File: src/websocket_frame_deframer_assert.svh
// ----------------------------------------------------------------------------
// Assertion macros for the WebSocket frame deframer
// Concurrent checks, clocked on clk_i and disabled while rst_ni is low.
// ----------------------------------------------------------------------------
`ifndef WEBSOCKET_FRAME_DEFRAMER_ASSERT_SVH
`define WEBSOCKET_FRAME_DEFRAMER_ASSERT_SVH

// Consequent must hold in the same cycle as the antecedent.
`define WSDF_ASSERT_SAME(lbl, ante, cons, msg) \
  lbl: assert property (@(posedge clk_i) disable iff (!rst_ni) (ante) |-> (cons)) \
    else $error(msg);

// Consequent must hold in the cycle after the antecedent.
`define WSDF_ASSERT_NEXT(lbl, ante, cons, msg) \
  lbl: assert property (@(posedge clk_i) disable iff (!rst_ni) (ante) |=> (cons)) \
    else $error(msg);

`endif

File: src/wsdf_pkg.sv
// ----------------------------------------------------------------------------
// WebSocket frame deframer package
// Shared types, codes and constants of the deframer modules.
// ----------------------------------------------------------------------------
package wsdf_pkg;

  typedef enum logic [2:0] {
    PH_HDR0 = 3'd0,
    PH_HDR1 = 3'd1,
    PH_EXT  = 3'd2,
    PH_KEY  = 3'd3,
    PH_DATA = 3'd4,
    PH_ERR  = 3'd5
  } phase_e;

  typedef enum logic [1:0] {
    KIND_DATA       = 2'd0,
    KIND_EMPTY      = 2'd1,
    KIND_ERROR      = 2'd2,
    KIND_INCOMPLETE = 2'd3
  } kind_e;

  typedef enum logic [2:0] {
    ERR_NONE       = 3'd0,
    ERR_RESERVED   = 3'd1,
    ERR_OPCODE     = 3'd2,
    ERR_FRAGMENTED = 3'd3,
    ERR_UNMASKED   = 3'd4,
    ERR_LEN_TOP    = 3'd5,
    ERR_CTRL_LEN   = 3'd6
  } err_code_e;

  localparam logic [3:0] OP_CONT  = 4'h0;
  localparam logic [3:0] OP_TEXT  = 4'h1;
  localparam logic [3:0] OP_BIN   = 4'h2;
  localparam logic [3:0] OP_CLOSE = 4'h8;
  localparam logic [3:0] OP_PING  = 4'h9;
  localparam logic [3:0] OP_PONG  = 4'hA;

  localparam logic [6:0] LEN_EXT16     = 7'd126;
  localparam logic [6:0] CTRL_MAX_LEN  = 7'd125;
  localparam logic [3:0] EXT16_BYTES   = 4'd2;
  localparam logic [3:0] EXT64_BYTES   = 4'd8;

  localparam int unsigned TDATA_W = 88;

  typedef struct packed {
    kind_e       kind;
    logic [7:0]  data;
    logic [3:0]  opcode;
    logic        masked;
    logic        last;
    logic        incomplete;
    err_code_e   err;
    logic [63:0] frame_bytes;
  } wsdf_res_t;

endpackage

File: src/wsdf_parse.sv
// ----------------------------------------------------------------------------
// WebSocket frame deframer parser
// Header and payload state machine; one stream byte in, at most one result out.
// ----------------------------------------------------------------------------
`include "websocket_frame_deframer_assert.svh"

module wsdf_parse (
  input  logic               clk_i,
  input  logic               rst_ni,
  input  logic               acc_i,
  input  logic [7:0]         in_byte_i,
  input  logic               buffer_end_i,
  input  logic               mask_req_i,
  output logic               res_valid_o,
  output wsdf_pkg::wsdf_res_t res_o
);
  import wsdf_pkg::*;

  phase_e      phase_q, phase_d;
  logic [3:0]  opcode_q, opcode_d;
  logic        mask_q, mask_d;
  logic [3:0]  ext_left_q, ext_left_d;
  logic [63:0] len_q, len_d;
  logic [31:0] key_q, key_d;
  logic [62:0] pay_left_q, pay_left_d;
  logic [1:0]  key_idx_q, key_idx_d;
  logic [63:0] total_q, total_d;
  logic        err_q, err_d;
  err_code_e   err_code_q, err_code_d;
  logic        data_start;

  function automatic logic known_op(input logic [3:0] op);
    return op == OP_CONT || op == OP_TEXT || op == OP_BIN ||
           op == OP_CLOSE || op == OP_PING || op == OP_PONG;
  endfunction

  function automatic logic control_op(input logic [3:0] op);
    return op == OP_CLOSE || op == OP_PING || op == OP_PONG;
  endfunction

  always_comb begin
    logic [63:0] len_new;
    logic [7:0]  key_byte;
    logic        finish_hdr;
    logic        do_start;
    logic        do_wait;
    logic        do_fail;
    err_code_e   fail_code;

    phase_d    = phase_q;
    opcode_d   = opcode_q;
    mask_d     = mask_q;
    ext_left_d = ext_left_q;
    len_d      = len_q;
    key_d      = key_q;
    pay_left_d = pay_left_q;
    key_idx_d  = key_idx_q;
    total_d    = total_q;
    err_d      = err_q;
    err_code_d = err_code_q;

    len_new    = {len_q[55:0], in_byte_i};
    key_byte   = 8'h00;
    finish_hdr = 1'b0;
    do_start   = 1'b0;
    do_wait    = 1'b0;
    do_fail    = 1'b0;
    fail_code  = ERR_NONE;

    res_valid_o = 1'b0;
    res_o       = '0;

    if (acc_i) begin
      if (err_q) begin
        res_valid_o = 1'b1;
        res_o.kind  = KIND_ERROR;
        res_o.err   = err_code_q;
      end else begin
        total_d = total_q + 64'd1;
        unique case (phase_q)
          PH_HDR1: begin
            mask_d = in_byte_i[7];
            if (mask_req_i && !in_byte_i[7]) begin
              do_fail   = 1'b1;
              fail_code = ERR_UNMASKED;
            end else begin
              key_d     = '0;
              key_idx_d = '0;
              len_d     = '0;
              if (in_byte_i[6:0] >= LEN_EXT16) begin
                ext_left_d = (in_byte_i[6:0] == LEN_EXT16) ? EXT16_BYTES : EXT64_BYTES;
                phase_d    = PH_EXT;
                do_wait    = 1'b1;
              end else begin
                pay_left_d = {56'd0, in_byte_i[6:0]};
                finish_hdr = 1'b1;
              end
            end
          end
          PH_EXT: begin
            len_d      = len_new;
            ext_left_d = ext_left_q - 4'd1;
            if (ext_left_d != '0) begin
              do_wait = 1'b1;
            end else if (len_new[63]) begin
              do_fail   = 1'b1;
              fail_code = ERR_LEN_TOP;
            end else if (control_op(opcode_q) &&
                         (len_new[62:7] != '0 || len_new[6:0] > CTRL_MAX_LEN)) begin
              do_fail   = 1'b1;
              fail_code = ERR_CTRL_LEN;
            end else begin
              pay_left_d = len_new[62:0];
              finish_hdr = 1'b1;
            end
          end
          PH_KEY: begin
            key_d     = {key_q[23:0], in_byte_i};
            key_idx_d = key_idx_q + 2'd1;
            if (key_idx_d != '0) begin
              do_wait = 1'b1;
            end else begin
              do_start = 1'b1;
            end
          end
          PH_DATA: begin
            unique case (key_idx_q)
              2'd0:    key_byte = key_q[31:24];
              2'd1:    key_byte = key_q[23:16];
              2'd2:    key_byte = key_q[15:8];
              default: key_byte = key_q[7:0];
            endcase
            key_idx_d   = key_idx_q + 2'd1;
            pay_left_d  = pay_left_q - 63'd1;
            res_valid_o = 1'b1;
            res_o.kind  = KIND_DATA;
            res_o.data  = in_byte_i ^ key_byte;
            if (pay_left_q == 63'd1) begin
              phase_d           = PH_HDR0;
              res_o.last        = 1'b1;
              res_o.frame_bytes = total_d;
            end else begin
              res_o.incomplete = buffer_end_i;
            end
          end
          default: begin
            // Header byte zero; also covers the idle phase after an empty frame.
            total_d  = 64'd1;
            opcode_d = in_byte_i[3:0];
            mask_d   = 1'b0;
            if (in_byte_i[6:4] != '0) begin
              do_fail   = 1'b1;
              fail_code = ERR_RESERVED;
            end else if (!known_op(in_byte_i[3:0])) begin
              do_fail   = 1'b1;
              fail_code = ERR_OPCODE;
            end else if (!in_byte_i[7] || in_byte_i[3:0] == OP_CONT) begin
              do_fail   = 1'b1;
              fail_code = ERR_FRAGMENTED;
            end else begin
              phase_d = PH_HDR1;
              do_wait = 1'b1;
            end
          end
        endcase

        if (finish_hdr) begin
          if (mask_d) begin
            phase_d   = PH_KEY;
            key_idx_d = '0;
            do_wait   = 1'b1;
          end else begin
            do_start = 1'b1;
          end
        end

        if (do_start) begin
          key_idx_d = '0;
          if (pay_left_d == '0) begin
            phase_d           = PH_HDR0;
            res_valid_o       = 1'b1;
            res_o.kind        = KIND_EMPTY;
            res_o.last        = 1'b1;
            res_o.frame_bytes = total_d;
          end else begin
            phase_d = PH_DATA;
            do_wait = 1'b1;
          end
        end

        if (do_wait && buffer_end_i) begin
          res_valid_o      = 1'b1;
          res_o.kind       = KIND_INCOMPLETE;
          res_o.incomplete = 1'b1;
        end

        if (do_fail) begin
          err_d       = 1'b1;
          err_code_d  = fail_code;
          phase_d     = PH_ERR;
          res_valid_o = 1'b1;
          res_o.kind  = KIND_ERROR;
          res_o.err   = fail_code;
        end
      end
    end

    // Results report the frame fields as they stand after this byte.
    res_o.opcode = opcode_d;
    res_o.masked = mask_d;
  end

  always_ff @(posedge clk_i or negedge rst_ni) begin
    if (!rst_ni) begin
      phase_q    <= PH_HDR0;
      opcode_q   <= '0;
      mask_q     <= 1'b0;
      ext_left_q <= '0;
      len_q      <= '0;
      key_q      <= '0;
      pay_left_q <= '0;
      key_idx_q  <= '0;
      total_q    <= '0;
      err_q      <= 1'b0;
      err_code_q <= ERR_NONE;
    end else begin
      phase_q    <= phase_d;
      opcode_q   <= opcode_d;
      mask_q     <= mask_d;
      ext_left_q <= ext_left_d;
      len_q      <= len_d;
      key_q      <= key_d;
      pay_left_q <= pay_left_d;
      key_idx_q  <= key_idx_d;
      total_q    <= total_d;
      err_q      <= err_d;
      err_code_q <= err_code_d;
    end
  end

  assign data_start = phase_q != PH_DATA && phase_d == PH_DATA;

  `WSDF_ASSERT_NEXT(a_err_sticky, err_q, err_q && err_code_q != ERR_NONE, "error lost")
  `WSDF_ASSERT_SAME(a_data_left, phase_q == PH_DATA && !err_q, pay_left_q != '0, "empty payload")
  `WSDF_ASSERT_SAME(a_ext_left, phase_q == PH_EXT && !err_q, ext_left_q != '0, "no length bytes")
  `WSDF_ASSERT_NEXT(a_key_start, data_start, key_idx_q == 2'd0, "payload began off key byte zero")
  `WSDF_ASSERT_SAME(a_last_kind, res_valid_o && res_o.last, res_o.kind <= KIND_EMPTY, "stray last")

endmodule

File: src/wsdf_skid.sv
// ----------------------------------------------------------------------------
// WebSocket frame deframer output stage
// Result register with one skid entry, so the input waits only while the skid entry is full.
// ----------------------------------------------------------------------------
module wsdf_skid (
  input  logic                clk_i,
  input  logic                rst_ni,
  input  logic                in_valid_i,
  output logic                in_ready_o,
  input  wsdf_pkg::wsdf_res_t in_res_i,
  output logic                out_valid_o,
  input  logic                out_ready_i,
  output wsdf_pkg::wsdf_res_t out_res_o
);
  import wsdf_pkg::*;

  logic      out_valid_q, out_valid_d;
  wsdf_res_t out_res_q, out_res_d;
  logic      skid_valid_q, skid_valid_d;
  wsdf_res_t skid_res_q, skid_res_d;
  logic      out_free;

  assign in_ready_o  = !skid_valid_q;
  assign out_valid_o = out_valid_q;
  assign out_res_o   = out_res_q;
  assign out_free    = !out_valid_q || out_ready_i;

  always_comb begin
    out_valid_d  = out_valid_q;
    out_res_d    = out_res_q;
    skid_valid_d = skid_valid_q;
    skid_res_d   = skid_res_q;
    if (out_free) begin
      if (skid_valid_q) begin
        // Input is held off while the skid entry is full, so only it moves.
        out_valid_d  = 1'b1;
        out_res_d    = skid_res_q;
        skid_valid_d = 1'b0;
      end else begin
        out_valid_d = in_valid_i;
        out_res_d   = in_res_i;
      end
    end else if (in_valid_i) begin
      skid_valid_d = 1'b1;
      skid_res_d   = in_res_i;
    end
  end

  always_ff @(posedge clk_i or negedge rst_ni) begin
    if (!rst_ni) begin
      out_valid_q  <= 1'b0;
      skid_valid_q <= 1'b0;
    end else begin
      out_valid_q  <= out_valid_d;
      skid_valid_q <= skid_valid_d;
    end
  end

  always_ff @(posedge clk_i) begin
    out_res_q  <= out_res_d;
    skid_res_q <= skid_res_d;
  end

endmodule

File: src/websocket_frame_deframer.sv
// ----------------------------------------------------------------------------
// WebSocket frame deframer
// Parses frame headers from a byte stream and emits unmasked payload bytes.
// ----------------------------------------------------------------------------
//  Channel   Direction  Handshake          Carries
//  s_*       in         s_tvalid/s_tready  stream byte, buffer-end flag
//  m_*       out        m_tvalid/m_tready  result kind, payload byte, frame info
//  cfg_*     in         cfg_we             mask-required flag
//
//  One item is taken per clock while s_tready is high; its result, if any, goes to
//  the output register, or to the skid entry while the output is stalled.
//  Reset leaves the mask-required flag set and the parser waiting for header byte zero.
//  A stalled output holds its result; one more result parks in a skid entry,
//  and only then does s_tready drop.
// ----------------------------------------------------------------------------
module websocket_frame_deframer (
  input  logic                          clk_i,
  input  logic                          rst_ni,
  input  logic                          s_tvalid_i,
  output logic                          s_tready_o,
  input  logic [7:0]                    s_tdata_i,  // [7:0] in_byte
  input  logic                          s_tuser_i,  // [0] buffer_end
  output logic                          m_tvalid_o,
  input  logic                          m_tready_i,
  // [7:0] data, [11:8] opcode, [12] masked, [13] incomplete,
  // [16:14] error_code, [80:17] frame_bytes, [87:81] zero
  output logic [wsdf_pkg::TDATA_W-1:0]  m_tdata_o,
  output logic [1:0]                    m_tuser_o,  // [1:0] kind
  output logic                          m_tlast_o,
  input  logic                          cfg_we_i,
  input  logic                          cfg_wdata_i
);
  import wsdf_pkg::*;

  logic      mask_req_q;
  logic      acc;
  logic      res_valid;
  wsdf_res_t res;
  wsdf_res_t out_res;

  always_ff @(posedge clk_i or negedge rst_ni) begin
    if (!rst_ni) begin
      mask_req_q <= 1'b1;
    end else if (cfg_we_i) begin
      mask_req_q <= cfg_wdata_i;
    end
  end

  assign acc = s_tvalid_i && s_tready_o;

  wsdf_parse u_parse (
    .clk_i        (clk_i),
    .rst_ni       (rst_ni),
    .acc_i        (acc),
    .in_byte_i    (s_tdata_i),
    .buffer_end_i (s_tuser_i),
    .mask_req_i   (mask_req_q),
    .res_valid_o  (res_valid),
    .res_o        (res)
  );

  wsdf_skid u_skid (
    .clk_i       (clk_i),
    .rst_ni      (rst_ni),
    .in_valid_i  (res_valid),
    .in_ready_o  (s_tready_o),
    .in_res_i    (res),
    .out_valid_o (m_tvalid_o),
    .out_ready_i (m_tready_i),
    .out_res_o   (out_res)
  );

  assign m_tdata_o = {7'd0, out_res.frame_bytes, out_res.err, out_res.incomplete,
                      out_res.masked, out_res.opcode, out_res.data};
  assign m_tuser_o = out_res.kind;
  assign m_tlast_o = out_res.last;

endmodule

File: config.mk
export PLATFORM = sky130hd
export DESIGN_NAME = websocket_frame_deframer
export DESIGN_NICKNAME = d
export VERILOG_FILES = /design/src/wsdf_pkg.sv /design/src/wsdf_parse.sv /design/src/wsdf_skid.sv /design/src/websocket_frame_deframer.sv
export VERILOG_INCLUDE_DIRS = /design/src /design/src/src
export SDC_FILE = /design/constraint.sdc
export NUM_CORES = 1
export LEC_CHECK = 0
export ABC_AREA = 1
export BUFFER_PORTS_ARGS = -buffer_cell sky130_fd_sc_hd__buf_4
export CORE_ASPECT_RATIO = 2
export CORE_MARGIN = 2
export CORE_UTILIZATION = 29
export CTS_BUF_LIST = sky130_fd_sc_hd__clkbuf_8
export CTS_CLUSTER_DIAMETER = 50
export DETAILED_ROUTE_END_ITERATION = 8
export PLACE_DENSITY = 0.5
export SYNTH_ARGS = -nofsm -noshare
export SYNTH_HDL_FRONTEND = slang
export SYNTH_SLANG_ARGS = --single-unit
File: constraint.sdc
create_clock -name clk_i -period 16.5 [get_ports clk_i]
set_input_delay 3.3 -clock clk_i [delete_from_list [all_inputs] [get_ports clk_i]]
set_output_delay 3.3 -clock clk_i [all_outputs]
set_load 0.05 [all_outputs]
==> summary.md, run 1 <==
| Metric | Value |
|---|---|
| Outcome | `completed` |
| Die Wd | `203 um` |
| Seq. cell area | `0.0110 sq mm` |
| Fmax | `0.119 GHz` |
| Leak | `11.9 nW` |
| Sequential power share | `34.8%` |
| Post-synthesis mux area share | `0.0492%` |
| Layout cells sized above 1 | `8.95%` |
| # hold bufs at CTS | `0` |
| Initial antenna violation count | `1` |
| Async S/R FF share, synth | `58.4%` |
| Reg2reg setup slack | `9.56 ns` |
| Syn Inst Count | `3066` |
| Slowest CP cell | `a21oi_4` |
| Worst path bufs/invs | `5` |
| Port Buf Inserts | `100` |
| Setup Buffers After CTS | `0` |
| Clock buffer depth | `3` |
| CTS clock-pin slew for the worst setup and hold paths | `0.07 ns` |
| CP Launch Type | `input pin` |
| Post-synth top flop | `dfrtp_1` |
| TritonCTS buffer count | `61` |
| Number of synthesized flops with an enable pin | `168` |
| Xor-xnor portion of the synthesized cell area | `0.612%` |
| WP data arrival | `8.69 ns` |
| Slew margin rel. | `28.6%` |
| Clk_lat worst skew | `0.69 ns` |
| Worst Path Required | `16.80 ns` |
| Remaining antenna violation count after routing | `0` |
| Hold_sp | `u_skid.skid_res_q[20]$_DFFE_PP_` |
| Hpwl dp | `58900 um` |
| Number of synthesized register bits | `404` |
| CP max stage delay | `0.79 ns` |
| Psw | `2.47 mW` |
| Final Cycle Share | `50.9%` |
| TritonRoute pass-1 iters | `5` |
| Nets | `3146` |
| Net Sw Frac | `49.9%` |
| I/O pins | `108` |
| Area occupied by multi-input gates | `0.00985 sq mm` |
| Unrepaired setup endpoints after global routing | `false` |
| 1st-iter DRT viols | `1424` |
| Reg2Reg Depth | `25` |
| CP endpoint kind | `flop` |
| CP Launch Point | `s_tdata_i[1]` |
| Vias/cell | `5.00` |
| Final setup fails | `0` |
| Remaining DRCs | `0` |
| Final Critical Period | `8.39 ns` |
| Total number of vias | `21000` |
| Synth Warn # | `0` |
| H-tree levels | `2` |
| Initial Util | `29.3%` |
| Rows | `145` |
| Max cap viols | `0` |
| Post-synth cell types | `58` |
| Clock Power Share | `16.6%` |
| Synth Area in Compound Gates | `12.1%` |
| Fillers | `8336` |
| WS Path Type | `input pin to flop` |
| Worst-Margin Slew | `1.07 ns` |
| WHS Path Cells | `2` |
| Peak VDD IR | `79.6 uV` |
| GRT Total Usage | `20.1%` |
| Type of the most critical hold path | `flop to flop` |
| Die ar. | `0.0814 sq mm` |
| Die height | `401 um` |
| Int Power | `2.47 mW` |
| Sink Count | `404` |
| Fin util | `33.0%` |
| GP Congestion | `0.971` |
| Area Overhead vs Synth | `12.5%` |
| CTS tree | `built` |
| PD cells | `192 mW/mm^2` |
| CORE AREA | `0.0782 sq mm` |
| Cell mode on critical path | `nand2_1` |
| Clock Skew | `0.0356 ns` |
| Largest net degree at the start of global routing | `91` |
| Total congestion overflow | `0` |
| Setup Total Neg Slack | `0 ns` |
| Syn_area_per_cell | `7.47 sq um` |
| CP Max Fanout | `58` |
| DR WL/cell | `19.6 um` |
| Syn Std Cell Area | `0.0229 sq mm` |
| Global-route wire length before repair | `125000 um` |
| Post-route cell area | `0.0258 sq mm` |
| Worst path depth | `26` |
| Post_cts resized | `0` |
| Post-synthesis sequential area ratio | `47.8%` |
| Slew Limit Fails | `0` |
| Pwr Total | `4.94 mW` |
| Worst hold slack | `0.512 ns` |
| Final hold vios | `0` |
| Vias in the first global route | `21000` |
| Combinational cell fraction of total power | `48.6%` |
| Adder-cell share of the synthesized area | `0.546%` |
| Simple-gate area share of the yosys netlist | `29.3%` |
| Worst r2r src | `u_parse.phase_q[1]$_DFFE_PN0P_` |
| Largest family of logic cells by synthesized area | `simple AND/OR/NAND/NOR gates` |
| Instance area at placement | `0.0246 sq mm` |
| Root Buffer | `clkbuf_8` |
| DRT Wirelength | `82200 um` |
| Critical path's top delay family | `simple AND/OR/NAND/NOR gates` |
-- metal layers --
layer  share of wire, %  up-vias  GRT usage (%)  routed length, um
li1                   -    10200              -                  -
met1                 33     9846           19.1              27400
met2                 53      651           37.4              43200
met3                3.9      313           2.25               3200
met4                 10        0           17.7               8390
met5                  0        -              0                  0
-- cells in the final DEF (no fill, tap or decap), drive strengths merged, types with 5 or more instances in the layout --
master  netlist  final
a21oi        96     96
o21ai       258    258
conb          1      7
xor2         16     16
a31oi         5      5
clkbuf       93     70
ha           10     10
buf          48    128
nand2       920    920
nand4        92     92
o211ai        6      6
nand3       162    162
dfrtp       235    235
a32oi         8      8
nor4         19     19
clkinv        5     27
nor3         76     76
nor2        309    309
a211oi        9      9
edfxtp      168    168
inv         402    422
o22ai        93     93
-- flip-flops by register name, indices dropped and copies added (netlist names), 3 cells and up --
register	cells
u_skid.out_res_o	84
u_parse.total_q	64
u_parse.phase_q	3
u_parse.ext_left_q	4
u_parse.pay_left_q	63
u_parse.err_code_q	3
u_parse.len_q	56
u_parse.key_q	32
u_skid.skid_res_q	84
u_parse.opcode_q	4
-- cell usage after synthesis (3+ instances only) --
library cell | n | area [sq um]
inv_2 | 19 | 71.3
a21o_1 | 3 | 22.5
o22ai_1 | 93 | 582
o21ai_1 | 20 | 100
o221ai_1 | 3 | 26.3
o211ai_1 | 6 | 45.0
a211oi_1 | 9 | 67.6
o31ai_1 | 3 | 22.5
edfxtp_1 | 168 | 5040
buf_4 | 18 | 135
nor2_4 | 6 | 67.6
nand3_2 | 5 | 50.1
ha_1 | 10 | 125
nor2_1 | 290 | 1090
o21a_1 | 3 | 22.5
nand2_2 | 10 | 62.6
a21oi_1 | 96 | 480
xor2_1 | 16 | 140
clkinv_1 | 5 | 18.8
nand3_1 | 157 | 786
nor4_1 | 18 | 113
a32oi_1 | 8 | 70.1
nand4_1 | 92 | 576
buf_1 | 10 | 37.5
inv_1 | 383 | 1440
o21ai_0 | 237 | 1190
nor3_1 | 73 | 365
dfrtp_1 | 235 | 5880
buf_2 | 17 | 85.1
a31oi_1 | 5 | 31.3
nor2_2 | 13 | 81.3
nand2_1 | 910 | 3420
clkbuf_1 | 93 | 349
a221oi_1 | 3 | 26.3
-- final cells by class --
type / instances / area share (%)
flip-flops and latches: 404 / 42.5
multi-input cells: 2119 / 38.2
inverters: 407 / 5.95
well taps: 1029 / 5.00
repair buffers: 128 / 3.76
clock buffers: 70 / 3.74
clock inverters: 44 / 0.811
diodes: 1 / 0.00971
-- stage by stage --
stage,cells,setup slack (ns)
6_report,4202,8.11
5_1_grt,4202,7.75
4_1_cts,4201,8.15
3_5_place_dp,4087,7.43
3_3_place_gp,4087,7.52
2_1_floorplan,3072,6.69
-- cell families (layout without fill, tap and decap cells) --
kind of cell | Yosys count | in the layout
buffers and inverters | 549 | 649
muxes | 1 | 1
AOI/OAI and AO/OA | 500 | 500
DFF | 404 | 404
adders and majority gates | 10 | 10
other | 1 | 8
xor gates and xnor gates | 16 | 16
and+or+nand+nor | 1585 | 1585
-- worst reg2reg max path, cell delays in order, from the launching register on --
cell and delay, ns:
dfrtp_1 0.47, inv_1 0.08, nor2_1 0.14, inv_2 0.07, nor2_4 0.07, buf_4 0.69
inv_2 0.18, nand2_2 0.16, nor2_4 0.03, buf_4 0.34, inv_2 0.77, nand2_1 0.15
a21oi_1 0.39, nand2_1 0.10, nand2_1 0.09, nand2_1 0.05, nor2_1 0.09, nand2_1 0.11
nor2_1 0.27, nand2_1 0.19, nor2_1 0.13, nand2_1 0.12, nand2_1 0.09, nand2_1 0.13
a21oi_4 0.79, buf_4 0.78
-- final timing paths --
kind                                                   end
setup / recovery           u_skid.skid_res_q[78]$_DFFE_PP_
hold reg to reg             u_skid.out_res_o[20]$_DFFE_PN_
hold / removal              u_skid.out_res_o[20]$_DFFE_PN_
min in group asynchronous    u_parse.len_q[15]$_DFFE_PN0P_
setup reg to reg           u_skid.skid_res_q[78]$_DFFE_PP_
max in group asynchronous  u_skid.skid_valid_q$_DFFE_PN0P_
-- power groups by stage --
stage          clock network (mW)  logic, mW  registers [mW]
2_1_floorplan                   0       1.44            1.90
3_3_place_gp                    0       2.40            1.73
3_5_place_dp                    0       2.41            1.73
4_1_cts                     0.852       2.41            1.71
5_1_grt                     0.888       2.67            1.75
6_report                    0.820       2.40            1.72
Power figures use the tool's default switching activity.
==> run 2: changes to the inputs <==
==> constraint.sdc (replaced) <==
create_clock -name clk_i -period 7.8 [get_ports clk_i]
set_input_delay 1.56 -clock clk_i [delete_from_list [all_inputs] [get_ports clk_i]]
set_output_delay 1.56 -clock clk_i [all_outputs]
set_load 0.05 [all_outputs]
==> run 2 against run 1 <==
Global-route usage increased by 0.54 points. Clock power is 120% higher. Die area unchanged. Wire length is 1.8% higher. Count of clock-buffer cells in the layout is 3 lower. Hold slack improved by 0.00080 ns. Via count fell by 0.43%. First-iteration DRC count fell by 2.6%. Cell area grew 0.47%. Sequential power up 110%. Sequential cell count is the same. Worst setup slack worse by 6.2 ns.
==> summary.md, run 2 (synthesis results as in run 1) <==
| Metric | Value |
|---|---|
| CP Max Fanout | `56 (-3.4%)` |
| Int Power | `5.33 mW (+120%)` |
| CTS clock-pin slew for the worst setup and hold paths | `0.07 ns (about the same)` |
| Remaining antenna violation count after routing | `0 (unchanged)` |
| Die Wd | `203 um (unchanged)` |
| Critical path's top delay family | `simple AND/OR/NAND/NOR gates` |
| CP Capture Point | `u_skid.skid_res_q[81]$_DFFE_PP_` |
| Total congestion overflow | `0 (unchanged)` |
| Leak | `11.9 nW (+0.52%)` |
| Root Buffer | `clkbuf_8` |
| Worst path depth | `23 (-12%)` |
| DR WL/cell | `19.9 um (+1.8%)` |
| Slowest CP cell | `nand2_1` |
| Total number of vias | `20900 (-0.43%)` |
| Port Buf Inserts | `100 (unchanged)` |
| Reg2Reg Depth | `21 (-16%)` |
| CP max stage delay | `0.70 ns (-0.09 ns)` |
| GP Congestion | `1.01 (+4.1%)` |
| Commonest non-fill, non-tap cell in the layout | `nand2_1` |
| GRT Total Usage | `20.6% (+0.54 points)` |
| Area Overhead vs Synth | `13.0%` |
| Worst path bufs/invs | `5 (unchanged)` |
| Nets | `3145 (-0.032%)` |
| Fillers | `8460 (+1.5%)` |
| PD cells | `408 mW/mm^2 (+110%)` |
| CP Launch Type | `input pin` |
| Crit-path cells | `buf_4 -> inv_12 -> nor2_1 -> nand2_1 -> nand2_1 -> nand2_1 -> inv_1 -> a21oi_1 -> o21ai_0 -> inv_1 -> nand2_1 -> nand2_1 -> nand2_1 -> nor2_1 -> nand2_1 -> nor2_1 -> nand2_1 -> nor2_1 -> nand2_1 -> nand2_1 -> nand2_1 -> a21oi_4 -> buf_4` |
| Largest net degree at the start of global routing | `128 (+41%)` |
| Pwr Total | `10.6 mW (+110%)` |
| Final hold vios | `0 (unchanged)` |
| CP Launch Point | `s_tdata_i[1]` |
| Vias in the first global route | `21400 (+1.7%)` |
| 1st-iter DRT viols | `1387 (-2.6%)` |
| Initial Util | `29.3% (unchanged)` |
| Final Critical Period | `5.88 ns` |
| Final setup fails | `0 (unchanged)` |
| Global-route wire length before repair | `128000 um (+2.4%)` |
| Clock buffer depth | `3 (unchanged)` |
| Remaining DRCs | `0 (unchanged)` |
| Slew Limit Fails | `0 (unchanged)` |
| Reg2reg setup slack | `2.45 ns (-7.11 ns)` |
| Sequential power share | `34.3% (-0.5 points)` |
| Clock Power Share | `17.2% (+0.6 points)` |
| # hold bufs at CTS | `0 (unchanged)` |
| CORE AREA | `0.0782 sq mm (unchanged)` |
| Setup Buffers After CTS | `0 (unchanged)` |
| Setup Total Neg Slack | `0 ns (unchanged)` |
| Net Sw Frac | `49.6% (-0.28 points)` |
| Sink Count | `404 (unchanged)` |
| Die ar. | `0.0814 sq mm (unchanged)` |
| WS Path Type | `input pin to flop` |
| Unrepaired setup endpoints after global routing | `false` |
| CP endpoint kind | `flop` |
| Worst r2r src | `u_parse.pay_left_q[1]$_DFFE_PN0P_` |
| Hpwl dp | `60800 um (+3.2%)` |
| Cell mode on critical path | `nand2_1` |
| WP data arrival | `6.20 ns (-2.49 ns)` |
| H-tree levels | `2 (unchanged)` |
| Instance area at placement | `0.0247 sq mm (+0.31%)` |
| Slew margin rel. | `26.6% (-2.0 points)` |
| Final Cycle Share | `75.4%` |
| Vias/cell | `4.98 (-0.40%)` |
| Peak VDD IR | `240 uV (+200%)` |
| Initial antenna violation count | `1 (unchanged)` |
| Layout cells sized above 1 | `8.89% (-0.060 points)` |
| Type of the most critical hold path | `flop to flop` |
| TritonRoute pass-1 iters | `5 (unchanged)` |
| Worst-Margin Slew | `1.10 ns (+0.0296 ns)` |
| Die height | `401 um (unchanged)` |
| Clock Skew | `0.0840 ns (+0.0484 ns)` |
| Max cap viols | `0 (unchanged)` |
| Rows | `145 (unchanged)` |
| Post-route cell area | `0.0259 sq mm (+0.47%)` |
| Worst setup margin | `1.92 ns (-6.19 ns)` |
| I/O pins | `108 (unchanged)` |
| Outcome | `completed` |
| Combinational cell fraction of total power | `48.5% (about the same)` |
| TritonCTS buffer count | `60 (-1.6%)` |
| Worst Path Required | `8.11 ns (-8.69 ns)` |
| Reg-to-reg endpoint | `u_skid.skid_res_q[81]$_DFFE_PP_` |
| CTS tree | `built` |
| Fmax | `0.170 GHz` |
| Post_cts resized | `0 (unchanged)` |
| Fin util | `33.1% (+0.16 points)` |
| Pre-CTS WS | `1.24 ns (-6.19 ns)` |
| Clk_lat worst skew | `0.72 ns (+0.03 ns)` |
| Commonest non-fill, non-tap cells in the layout | `nand2_1, inv_1, nor2_1` |
| Psw | `5.25 mW (+110%)` |
| DRT Wirelength | `83600 um (+1.8%)` |
run 2: power by group through the flow:
stage	registers [mW]	clock network, mW	logic [mW]
2_1_floorplan	4.02	0	3.06
3_3_place_gp	3.66	0	5.10
3_5_place_dp	3.66	0	5.11
4_1_cts	3.63	1.88	5.13
5_1_grt	3.71	1.96	5.71
6_report	3.63	1.82	5.13
run 2: worst min-delay path by stage:
stage / from / endpoint / slack (ns) / cells after the start
after floorplan: u_parse.pay_left_q[1]$_DFFE_PN0P_ / u_parse.pay_left_q[1]$_DFFE_PN0P_ / 0.47 / 2
after global placement: u_parse.pay_left_q[1]$_DFFE_PN0P_ / u_parse.pay_left_q[1]$_DFFE_PN0P_ / 0.49 / 2
after detailed placement: u_parse.key_q[26]$_DFFE_PN0P_ / u_parse.key_q[26]$_DFFE_PN0P_ / 0.50 / 2
after CTS: u_parse.key_q[26]$_DFFE_PN0P_ / u_parse.key_q[26]$_DFFE_PN0P_ / 0.51 / 2
after global routing: u_skid.skid_res_q[10]$_DFFE_PP_ / u_skid.out_res_o[10]$_DFFE_PN_ / 0.55 / 2
final: u_parse.key_q[26]$_DFFE_PN0P_ / u_parse.key_q[26]$_DFFE_PN0P_ / 0.51 / 2
run 2: metal layers:
metal	track usage (%)	wire length, um	vias to the layer above
met5	0	0	-
met1	19.5	27700	9768
met4	19.7	9290	0
met2	38.0	43700	636
li1	-	-	10200
met3	2.13	2940	325
run 2: final cells by class:
| cell class | instances | area, sq um | area share [%] |
|---|---|---|---|
| inverter | 407 | 1550 | 5.99 |
| antenna | 1 | 2.50 | 0.00967 |
| clock inverter | 46 | 297 | 1.15 |
| clock buffer | 67 | 922 | 3.56 |
| tap | 1029 | 1290 | 4.97 |
| multi-input combinational | 2119 | 9860 | 38.1 |
| timing repair buffer | 128 | 1020 | 3.93 |
| sequential | 404 | 11000 | 42.3 |
run 2: through the flow:
stage,hold WS [ns],cells
2_1_floorplan,0.469,3072
3_3_place_gp,0.490,4087
3_5_place_dp,0.499,4087
4_1_cts,0.515,4200
5_1_grt,0.547,4201
6_report,0.513,4201
run 2: worst min-delay path: cells and delay by family (launching register included):
| kind | cells | cell delay, ns |
|---|---|---|
| flip-flops | 1 | 0.34 |
| AO/OA/AOI/OAI | 2 | 0.14 |
